--- src/hdl/svv_pkg.sv ---
// shared types and constants for the semantic version string validator
`default_nettype none

package svv_pkg;

    localparam int MAX_LEN = 32;
    localparam int CNT_W   = $clog2(MAX_LEN + 2);

    localparam logic [7:0] CH_NUL   = 8'h00;
    localparam logic [7:0] CH_DASH  = 8'h2D;
    localparam logic [7:0] CH_PLUS  = 8'h2B;
    localparam logic [7:0] CH_DOT   = 8'h2E;
    localparam logic [7:0] CH_ZERO  = 8'h30;
    localparam logic [7:0] CH_NINE  = 8'h39;
    localparam logic [7:0] CH_UC_A  = 8'h41;
    localparam logic [7:0] CH_UC_Z  = 8'h5A;
    localparam logic [7:0] CH_LC_A  = 8'h61;
    localparam logic [7:0] CH_LC_Z  = 8'h7A;

    localparam logic [2:0] PH_MAJOR = 3'd0;
    localparam logic [2:0] PH_MINOR = 3'd1;
    localparam logic [2:0] PH_PATCH = 3'd2;
    localparam logic [2:0] PH_PRE   = 3'd3;
    localparam logic [2:0] PH_BUILD = 3'd4;

    typedef struct packed {
        logic [2:0]       phase;
        logic [CNT_W-1:0] char_count;
        logic [1:0]       ident_len;
        logic             first_is_zero;
        logic             only_digits;
        logic             failed;
    } t_state;

    typedef struct packed {
        logic valid_res;
        logic too_long;
    } t_result;

    localparam t_state ST_RESET = '{
        phase:         PH_MAJOR,
        char_count:    '0,
        ident_len:     2'd0,
        first_is_zero: 1'b0,
        only_digits:   1'b1,
        failed:        1'b0
    };

endpackage

`default_nettype wire

--- src/hdl/svv_if.sv ---
// stream interfaces for the character input and the verdict output
`default_nettype none

interface svv_in_if;
    logic       valid;
    logic       ready;
    logic [7:0] ch;

    modport source (output valid, output ch, input ready);
    modport sink   (input valid, input ch, output ready);
endinterface

interface svv_out_if;
    logic valid;
    logic ready;
    logic valid_res;
    logic too_long;

    modport source (output valid, output valid_res, output too_long, input ready);
    modport sink   (input valid, input valid_res, input too_long, output ready);
endinterface

`default_nettype wire

--- src/hdl/semver_string_validator.sv ---
// top level of the streaming semantic version string validator
// a terminating zero byte goes through the input register, then the verdict register
// throughput: one character per cycle; plain characters drain while a verdict waits,
// a terminator waits in the input register until the verdict register is free
// reset: synchronous active-low i_rst_n clears both handshake stages and the parse state
`default_nettype none

module semver_string_validator (
    input  logic      i_clk,
    input  logic      i_rst_n,
    svv_in_if.sink    i_in,
    svv_out_if.source o_out
);
    import svv_pkg::*;

    // input register
    logic       r_in_vld;
    logic [7:0] r_ch;

    // parse state, one set for the string in flight
    t_state     r_st;
    t_state     n_st;
    t_result    w_res;

    logic       w_out_free;
    logic       w_is_term;
    logic       w_consume;
    logic       w_load;

    // a plain character only updates state; the terminator needs room for its verdict
    assign w_is_term  = (r_ch == CH_NUL);
    assign w_consume  = r_in_vld && (!w_is_term || w_out_free);
    assign w_load     = w_consume && w_is_term;
    assign i_in.ready = !r_in_vld || w_consume;

    always_ff @(posedge i_clk) begin
        if (!i_rst_n) begin
            r_in_vld <= 1'b0;
        end else if (i_in.valid && i_in.ready) begin
            r_in_vld <= 1'b1;
        end else if (w_consume) begin
            r_in_vld <= 1'b0;
        end
    end

    // character payload needs no reset
    always_ff @(posedge i_clk) begin
        if (i_in.valid && i_in.ready) begin
            r_ch <= i_in.ch;
        end
    end

    // parse state steps on every consumed request, back to reset after a verdict
    always_ff @(posedge i_clk) begin
        if (!i_rst_n) begin
            r_st <= ST_RESET;
        end else if (w_consume) begin
            r_st <= n_st;
        end
    end

    svv_parse u_parse (
        .i_st   (r_st),
        .i_ch   (r_ch),
        .o_next (n_st),
        .o_res  (w_res)
    );

    svv_out_reg u_out_reg (
        .i_clk   (i_clk),
        .i_rst_n (i_rst_n),
        .i_load  (w_load),
        .i_res   (w_res),
        .o_free  (w_out_free),
        .o_out   (o_out)
    );

`ifndef ASSERT_OFF
    // a terminator always leaves the parser in its reset state
    a_term_clears: assert property (@(posedge i_clk) disable iff (!i_rst_n)
        w_load |=> (r_st == ST_RESET))
        else $error("parse state not cleared after verdict");

    // a loaded verdict is presented on the next cycle
    a_verdict_shown: assert property (@(posedge i_clk) disable iff (!i_rst_n)
        w_load |=> o_out.valid)
        else $error("verdict not presented after terminator");

    // an overlong string can never be reported as valid
    a_long_invalid: assert property (@(posedge i_clk) disable iff (!i_rst_n)
        (o_out.valid && o_out.too_long) |-> !o_out.valid_res)
        else $error("overlong string reported valid");

    // the character count saturates one above the length limit
    a_count_sat: assert property (@(posedge i_clk) disable iff (!i_rst_n)
        r_st.char_count <= CNT_W'(MAX_LEN + 1))
        else $error("character count beyond saturation");

    // unused phase codes are never entered
    a_phase_range: assert property (@(posedge i_clk) disable iff (!i_rst_n)
        r_st.phase <= PH_BUILD)
        else $error("parse phase out of range");
`endif

endmodule

`default_nettype wire

--- src/hdl/svv_parse.sv ---
// next-state and verdict logic for one character of the version string
`default_nettype none

module svv_parse (
    input  svv_pkg::t_state  i_st,
    input  logic [7:0]       i_ch,
    output svv_pkg::t_state  o_next,
    output svv_pkg::t_result o_res
);
    import svv_pkg::*;

    function automatic logic is_digit(input logic [7:0] c);
        is_digit = (c >= CH_ZERO) && (c <= CH_NINE);
    endfunction

    function automatic logic is_ident(input logic [7:0] c);
        is_ident = is_digit(c) || ((c >= CH_LC_A) && (c <= CH_LC_Z)) ||
                   ((c >= CH_UC_A) && (c <= CH_UC_Z)) || (c == CH_DASH);
    endfunction

    function automatic t_state take_char(input t_state s, input logic [7:0] c);
        t_state r;
        r = s;
        if (s.ident_len == 2'd0) begin
            r.first_is_zero = (c == CH_ZERO);
        end
        if (!is_digit(c)) begin
            r.only_digits = 1'b0;
        end
        if (s.ident_len < 2'd2) begin
            r.ident_len = s.ident_len + 2'd1;
        end
        return r;
    endfunction

    function automatic t_state clear_part(input t_state s);
        t_state r;
        r = s;
        r.ident_len     = 2'd0;
        r.first_is_zero = 1'b0;
        r.only_digits   = 1'b1;
        return r;
    endfunction

    logic w_part_ok;
    logic w_num_phase;
    logic w_end_phase;
    logic w_tl;

    // numeric identifiers in core and prerelease may not carry a leading zero
    assign w_num_phase = (i_st.phase <= PH_PATCH) || (i_st.phase == PH_PRE);
    assign w_part_ok   = (i_st.ident_len != 2'd0) &&
                         !(w_num_phase && i_st.only_digits &&
                           (i_st.ident_len == 2'd2) && i_st.first_is_zero);
    assign w_end_phase = (i_st.phase == PH_PATCH) || (i_st.phase == PH_PRE) ||
                         (i_st.phase == PH_BUILD);
    assign w_tl        = (i_st.char_count > CNT_W'(MAX_LEN));

    assign o_res.too_long  = w_tl;
    assign o_res.valid_res = !i_st.failed && !w_tl && (i_st.char_count != '0) &&
                             w_end_phase && w_part_ok;

    always_comb begin
        o_next = i_st;
        if (i_ch == CH_NUL) begin
            o_next = ST_RESET;
        end else begin
            if (i_st.char_count <= CNT_W'(MAX_LEN)) begin
                o_next.char_count = i_st.char_count + 1'b1;
            end
            if (!i_st.failed) begin
                if (i_st.phase <= PH_PATCH) begin
                    if (is_digit(i_ch)) begin
                        o_next = take_char(o_next, i_ch);
                    end else if (!w_part_ok) begin
                        o_next.failed = 1'b1;
                    end else begin
                        o_next = clear_part(o_next);
                        if (i_st.phase < PH_PATCH) begin
                            if (i_ch == CH_DOT) begin
                                o_next.phase = i_st.phase + 3'd1;
                            end else begin
                                o_next.failed = 1'b1;
                            end
                        end else if (i_ch == CH_DASH) begin
                            o_next.phase = PH_PRE;
                        end else if (i_ch == CH_PLUS) begin
                            o_next.phase = PH_BUILD;
                        end else begin
                            o_next.failed = 1'b1;
                        end
                    end
                end else if ((i_st.phase == PH_PRE) || (i_st.phase == PH_BUILD)) begin
                    if (is_ident(i_ch)) begin
                        o_next = take_char(o_next, i_ch);
                    end else if (!w_part_ok) begin
                        o_next.failed = 1'b1;
                    end else if (i_ch == CH_DOT) begin
                        o_next = clear_part(o_next);
                    end else if ((i_st.phase == PH_PRE) && (i_ch == CH_PLUS)) begin
                        o_next       = clear_part(o_next);
                        o_next.phase = PH_BUILD;
                    end else begin
                        o_next.failed = 1'b1;
                    end
                end else begin
                    o_next.failed = 1'b1;
                end
            end
        end
    end

endmodule

`default_nettype wire

--- src/hdl/svv_out_reg.sv ---
// verdict output register with valid/ready handshake
`default_nettype none

module svv_out_reg (
    input  logic             i_clk,
    input  logic             i_rst_n,
    input  logic             i_load,
    input  svv_pkg::t_result i_res,
    output logic             o_free,
    svv_out_if.source        o_out
);
    import svv_pkg::*;

    logic    r_vld;
    t_result r_res;

    assign o_free          = !r_vld || o_out.ready;
    assign o_out.valid     = r_vld;
    assign o_out.valid_res = r_res.valid_res;
    assign o_out.too_long  = r_res.too_long;

    always_ff @(posedge i_clk) begin
        if (!i_rst_n) begin
            r_vld <= 1'b0;
        end else if (i_load) begin
            r_vld <= 1'b1;
        end else if (o_out.ready) begin
            r_vld <= 1'b0;
        end
    end

    always_ff @(posedge i_clk) begin
        if (i_load) begin
            r_res <= i_res;
        end
    end

endmodule

`default_nettype wire

--- src/flat_wrapper.sv ---
// flat-port wrapper written by rule: the top's interface ports become plain ports
module semver_string_validator_flat import svv_pkg::*;
  (i_clk, i_rst_n, i_in_valid, i_in_ch, i_in_ready, o_out_valid, o_out_valid_res, o_out_too_long, o_out_ready);
  svv_in_if i_in_i ();
  svv_out_if o_out_i ();
  input  logic i_clk;
  input  logic i_rst_n;
  input wire logic [$bits(i_in_i.valid)-1:0] i_in_valid;
  input wire logic [$bits(i_in_i.ch)-1:0] i_in_ch;
  output wire logic [$bits(i_in_i.ready)-1:0] i_in_ready;
  output wire logic [$bits(o_out_i.valid)-1:0] o_out_valid;
  output wire logic [$bits(o_out_i.valid_res)-1:0] o_out_valid_res;
  output wire logic [$bits(o_out_i.too_long)-1:0] o_out_too_long;
  input wire logic [$bits(o_out_i.ready)-1:0] o_out_ready;
  assign i_in_i.valid = i_in_valid;
  assign i_in_i.ch = i_in_ch;
  assign i_in_ready = i_in_i.ready;
  assign o_out_valid = o_out_i.valid;
  assign o_out_valid_res = o_out_i.valid_res;
  assign o_out_too_long = o_out_i.too_long;
  assign o_out_i.ready = o_out_ready;
  semver_string_validator u_core (.i_clk(i_clk), .i_rst_n(i_rst_n), .i_in(i_in_i), .o_out(o_out_i));
endmodule
--- config.mk ---
export PLATFORM = sky130hd
export DESIGN_NAME = semver_string_validator_flat
export DESIGN_NICKNAME = d
export VERILOG_FILES = /design/src/hdl/svv_pkg.sv /design/src/hdl/svv_if.sv /design/src/hdl/semver_string_validator.sv /design/src/hdl/svv_parse.sv /design/src/hdl/svv_out_reg.sv /design/src/flat_wrapper.sv
export SDC_FILE = /design/constraint.sdc
export NUM_CORES = 1
export LEC_CHECK = 0
export ABC_AREA = 1
export ABC_CLOCK_PERIOD_IN_PS = 2080
export BUFFER_PORTS_ARGS = -buffer_cell sky130_fd_sc_hd__buf_2
export CORE_UTILIZATION = 30
export CTS_CLUSTER_SIZE = 20
export DETAILED_ROUTE_END_ITERATION = 16
export GPL_TIMING_DRIVEN = 0
export SYNTH_ARGS = -nofsm -noshare
export SYNTH_HDL_FRONTEND = slang
export SYNTH_SLANG_ARGS = --single-unit
--- constraint.sdc ---
create_clock -name i_clk -period 2.08 [get_ports i_clk]
set_clock_uncertainty 0.15 [all_clocks]
set_input_delay 0.416 -clock i_clk [delete_from_list [all_inputs] [get_ports i_clk]]
set_output_delay 0.416 -clock i_clk [all_outputs]
set_load 0.01 [all_outputs]
# == After elaboration in Yosys (flattened, before gate mapping) ==
# Index checks and enable logic that the tools add are counted.
# totals
register_bits,26
inputBits,12
output_inout_bits,4
# op_classes
addsub,3
n_lt_le_gt_ge,11
eq_ne,17
mux,30
n_reduce_logical,45
# ops
operator,n
14-bit 2-to-1 mux,6
13-bit 2-to-1 mux,4
"8-bit by 6-bit equality test with 1-bit output, second input constant",4
"8-bit by 7-bit >= comparator with 1-bit output, second input constant",2
"8-bit by 7-bit less-or-equal comparator with 1-bit output, second input constant",2
1-bit logical AND,15
"3-bit by 2-bit inequality test with 1-bit output, second input constant",5
1-bit 2-to-1 mux,14
3-bit 2-to-1 mux,4
11-bit AND reduction,1
1-bit logical OR,10
3-bit nonzero test,3
"8-bit by 6-bit >= comparator with 1-bit output, second input constant",1
"8-bit by 6-bit less-or-equal comparator with 1-bit output, second input constant",1
8-bit zero test,1
"4-bit by 2-bit inequality test with 1-bit output, second input constant",2
8-bit AND reduction,1
"6-bit by 1-bit adder with 6-bit output, second input constant",1
"3-bit by 2-bit equality test with 1-bit output, second input constant",2
"6-bit greater-than comparator, second input constant",1
"6-bit less-or-equal comparator, second input constant",1
1-bit zero test,6
6-bit 2-to-1 mux,1
6-bit AND reduction,1
other kinds (15),17

# == Depth between registers and ports, before layout ==
# logic_depth
word_depth,13
depth_mapped,14
depth_no_buf,14

# == Cells and area by module ==
# From an unflattened synthesis, not the netlist that was laid out.
# unflattened
hier_cells,345
area_unflattened_um2,2224.6
# modules_own_cells
mod,instances,cells_per_inst,area_per_inst_um2,seq_area_each_um2
svv_parse,1,223,1133.6,0.0
semver_string_validator,1,114,984.7,540.5
svv_out_reg,1,8,106.4,80.1

# == Worst setup path after synthesis ==
# OpenSTA, ideal clock, no wires.
# synth_timing
path_kind,reg2reg
start,reg u_core.r_ch[0]
end,reg u_core.r_st[2] (netlist bit)
setup_ns,0.113
arrival_time_ns,1.571
setup_slack_ns,0.247
stages_incl_launch_ff,14
period_less_slack_ns,1.833
cell_sequence,edfxtp_1 > nor2_2 > nand2_2 > nor2_4 > inv_2 > buf_6 > nand3_1 > nand2_1 > nor2_1 > nand2_1 > nor2_4 > nand2_1 > nand2_1 > nor2_1
# synth_between
elab_chain_cells,10
elab_cells_between_ends,36
cone_classes,6 x order compare; 6 x eq/ne; 9 x mux; 15 x reduce/logical
# synth_lines
item,line,source
start: declaration,semver_string_validator.sv:18,logic [7:0] r_ch;
start signal: assignment,semver_string_validator.sv:49,r_ch <= i_in.ch;
"8-bit by 6-bit >= comparator with 1-bit output, or another cell as far along",svv_parse.sv:13,is_digit = (c >= CH_ZERO) && (c <= CH_NINE);
"1-bit logical AND, on equally long branches","svv_parse.sv:13, svv_parse.sv:17",
1-bit logical OR (2 in a row),svv_parse.sv:17,is_ident = is_digit(c) || ((c >= CH_LC_A) && (c <= CH_LC_Z)) ||
1-bit logical OR,svv_parse.sv:18,((c >= CH_UC_A) && (c <= CH_UC_Z)) || (c == CH_DASH);
14-bit 2-to-1 mux,svv_parse.sv:94,if (is_ident(i_ch)) begin
13-bit 2-to-1 mux,svv_parse.sv:93,end else if ((i_st.phase == PH_PRE) || (i_st.phase == PH_BUILD)) begin
14-bit 2-to-1 mux,svv_parse.sv:72,if (i_st.phase <= PH_PATCH) begin
14-bit 2-to-1 mux,svv_parse.sv:71,if (!i_st.failed) begin
14-bit 2-to-1 mux,svv_parse.sv:65,if (i_ch == CH_NUL) begin
end signal: assignment,semver_string_validator.sv:58,r_st <= n_st;
end: declaration,semver_string_validator.sv:21,t_state r_st;
# Several ways; a longest one is shown, not always the timed one. The select of a mux whose other input is x is not followed.
# A chain may end at the register's enable or synchronous reset.

# == Final worst setup path ==
# layout_timing
start,reg u_core.r_ch[3]
end,reg u_core.r_st[12] (netlist bit)
# layout_between
elab_chain_cells,8
elab_cells_between_ends,38
cone_classes,6 x order compare; 10 x eq/ne; 7 x mux; 15 x reduce/logical
# layout_lines
item
"parallel branches: the longest is 8 deep, another holds 8-bit by 6-bit >= comparator with 1-bit output"
# Several ways; the timed one is not identified. The select of a mux whose other input is x is not followed.

==> results.sh <==
export IMPL_clock_root_buffer="clkbuf_8"
export IMPL_floorplan_initialDensity_pct=31.7
export IMPL_globalRouteOverflowTotal=0
export IMPL_place_detailed_hpwl_um=3030
export IMPL_critPathCaptureType="register"
export IMPL_die_area_sq_um=6230
export IMPL_ff_latch_area_sq_um=623
export IMPL_tightest_slew_ns=0.466
export IMPL_htree_levels=1
export IMPL_grt_max_degree=16
export IMPL_tritoncts="built"
export IMPL_cell_row_count=27
export IMPL_report_final_hold_viol_count=0
export IMPL_wirelength_um=4340
export IMPL_synthesized_netlist_cell_count=262
export IMPL_period_share_pct=101
export IMPL_gpl_final_weighted_congestion=0.885
export IMPL_max_slew_margin_rel_pct=68.1
export IMPL_fin_crit_ns=2.09
export IMPL_clock_latency_at_the_later_pin_of_the_worst_skew_pair_ns=0.29
export IMPL_setup_total_negative_slack_ns=-0.0130
export IMPL_syn_area_sq_um=1780
export IMPL_post_route_drc_count=0
export IMPL_setup_ws_post_layout_ns=-0.0130
export IMPL_io_pin_count=16
export IMPL_ant_nets=0
export IMPL_power_frac_clock_pct=34.5
export IMPL_seqPwrFrac_pct=49.8
export IMPL_intPower_w=0.000829
export IMPL_worst_setup_hold_path_clk_slew_ns=0.10
export IMPL_grt_setup_unrepaired="yes"
export IMPL_ys_warn_count=0
export IMPL_vdd_drop_max_v=0.000202
export IMPL_timing_final_setup_violations=1
export IMPL_vias_per_cell=4.77
export IMPL_grt_pass1_wl_um=6970
export IMPL_detailed_place_area_sq_um=1940
export IMPL_postLayoutCellArea_sq_um=2220
export IMPL_drt_pre_antenna_iters=4
export IMPL_place_port_buffers=14
export IMPL_fin_nets=315
export IMPL_worst_setup_path_type="register to register"
export IMPL_grtUsageTotal_pct=13.9
export IMPL_ant_cells=0
export IMPL_max_freq_ghz=0.478
export IMPL_start_kind="register"
export IMPL_grt_pass1_vias=1608
export IMPL_worstPathMaxFanout=5
export IMPL_initial_antenna_violation_count=0
export IMPL_ys_types=26
export IMPL_failed_checks="setup timing"
export IMPL_area_delta_synth_final_pct=25.1
export IMPL_p_per_area_nw_per_um2=514
export IMPL_power_frac_comb_pct=15.6
export IMPL_first_iter_violations=98
export IMPL_leakage_nw=0.986
export IMPL_mappedNetlistNets=283
export IMPL_die_width_um=78.9
export IMPL_final_max_slew_viol_count=0
export IMPL_die_height_um=78.9
export IMPL_sw_frac_of_total_pct=27.4
export IMPL_post_synth_cell_area_avg_sq_um=6.78
export IMPL_cts_hold_fix_buffers=0
export IMPL_routedWlPerCell_um=11.9
export IMPL_routed_vias=1742
export IMPL_status="complete, but fails checks"
export IMPL_clock_path_buffers=2
export IMPL_fillCellCount=615
export IMPL_seq_area_frac_synth_pct=35.0
export IMPL_timing_critical_path_required_ns=2.12
export IMPL_cp_arrival_ns=2.13
export IMPL_hp_class="primary input to register"
export IMPL_p_sw_w=0.000313
export IMPL_cap_violations=0
export IMPL_cts_made_buffers=3
export IMPL_clock_sink_count=26
export IMPL_post_route_cells_drive_above_1_share_pct=25.9
export IMPL_core_sq_um=5610
export IMPL_multi_input_combinational_cell_area_sq_um=1080
export IMPL_synth_seq_cells=26
[power by group through the flow]
stage / Combinational [W] / Clock (W) / Sequential, W
6_report: 0.000179 / 0.000395 / 0.000569
5_1_grt: 0.000201 / 0.000417 / 0.000572
4_1_cts: 0.000153 / 0.000398 / 0.000567
3_5_place_dp: 0.000137 / 0 / 0.000582
3_3_place_gp: 0.000134 / 0 / 0.000582
2_1_floorplan: 0.000104 / 0 / 0.000576
[metrics by stage]
stage | power [W] | worst slack (ns) | instances | hold WS, ns | utilization, %
global placement | 0.000716 | -0.0193 | 348 | 0.315 | 34.5
global route | 0.00119 | -0.177 | 365 | 0.146 | 39.6
detailed placement | 0.000719 | -0.0423 | 348 | 0.320 | 34.5
finish | 0.00114 | -0.0130 | 365 | 0.151 | 39.6
CTS | 0.00112 | 0.0209 | 358 | 0.151 | 36.5
floorplan | 0.000680 | 0.247 | 262 | 0.297 | -
[worst max-delay path: stages (launching register included)]
cell and delay, ns:
edfxtp_1 0.46, nor2_2 0.14, nand2_2 0.11, nor2_4 0.19, buf_4 0.16, nor2_1 0.06, nor2_1 0.11, nand3_1 0.12
nor2_2 0.17, nand3_4 0.12, a21oi_2 0.14, nor2_1 0.05
[logic make-up after synthesis]
group / after synthesis / synth area share, %
AOI/OAI and AO/OA: 31 / 10.5
buffers and inverters: 41 / 9.51
and+or+nand+nor: 155 / 38.7
DFF: 26 / 35.0
adders and majority gates: 9 / 6.34
[state kept, by name (all words and copies together) (netlist names)]
signal / count
u_core.r_ch: 8
u_core.r_in_vld: 1
u_core.r_st: 14
u_core.u_out_reg.o_out.too_long: 1
u_core.u_out_reg.o_out.valid: 1
u_core.u_out_reg.o_out.valid_res: 1
[cell type report]
type | count | share of cell area, %
Inverter | 39 | 6.70
Multi-Input combinational cell | 195 | 48.7
Sequential cell | 26 | 28.1
Tap cell | 72 | 4.06
Buffer | 2 | 1.18
Timing Repair Buffer | 27 | 8.34
Clock buffer | 4 | 2.99
[metal layers]
layer	GRT usage, %	routed length, um	up-vias
met5	0	0	-
met4	5.64	64	0
met3	1.61	161	7
met2	22.3	2030	39
met1	18.7	2080	780
li1	-	-	916
[synthesized netlist by cell type, drive strengths merged]
library cell,number,area (sq um)
edfxtp,10,300
o21bai,1,7.51
nor3,4,20.0
nand3,27,140
dfxtp,16,320
o211ai,1,7.51
o21ai,10,61.3
nand4,6,37.5
a21oi,18,101
buf,2,22.5
nor2,47,196
and3,1,6.26
nor4,1,6.26
a2111oi,1,8.76
inv,39,146
ha,9,113
nand3b,3,22.5
or2,1,6.26
nand2,65,251
[layout by cell type (no fill, tap or decap), drive strengths merged]
master / count
a2111oi: 1
a21oi: 18
and3: 1
buf: 28
clkbuf: 5
dfxtp: 16
edfxtp: 10
ha: 9
inv: 39
nand2: 65
nand3: 27
nand3b: 3
nand4: 6
nor2: 47
nor3: 4
nor4: 1
o211ai: 1
o21ai: 10
o21bai: 1
or2: 1
[path summary, 6_finish.rpt]
kind	from	end	slack, ns	depth (start not counted)
max	u_core.r_ch[3]	u_core.r_st[12]	-0.01	11
min	i_in_ch[1]	u_core.r_ch[1]	0.15	1
max reg2reg	u_core.r_ch[3]	u_core.r_st[12]	-0.01	11
min reg2reg	u_core.r_st[10]	u_core.r_st[10]	0.34	2
[repair_timing]
item | 4_1_cts | 5_1_grt
gates cloned | 0 | 1
setup endpoints to repair | 10 | 14
resized for setup | 1 | 34
buffers inserted | 6 | 6
pin swaps | 1 | 14
(Power assumes the default switching activity.)
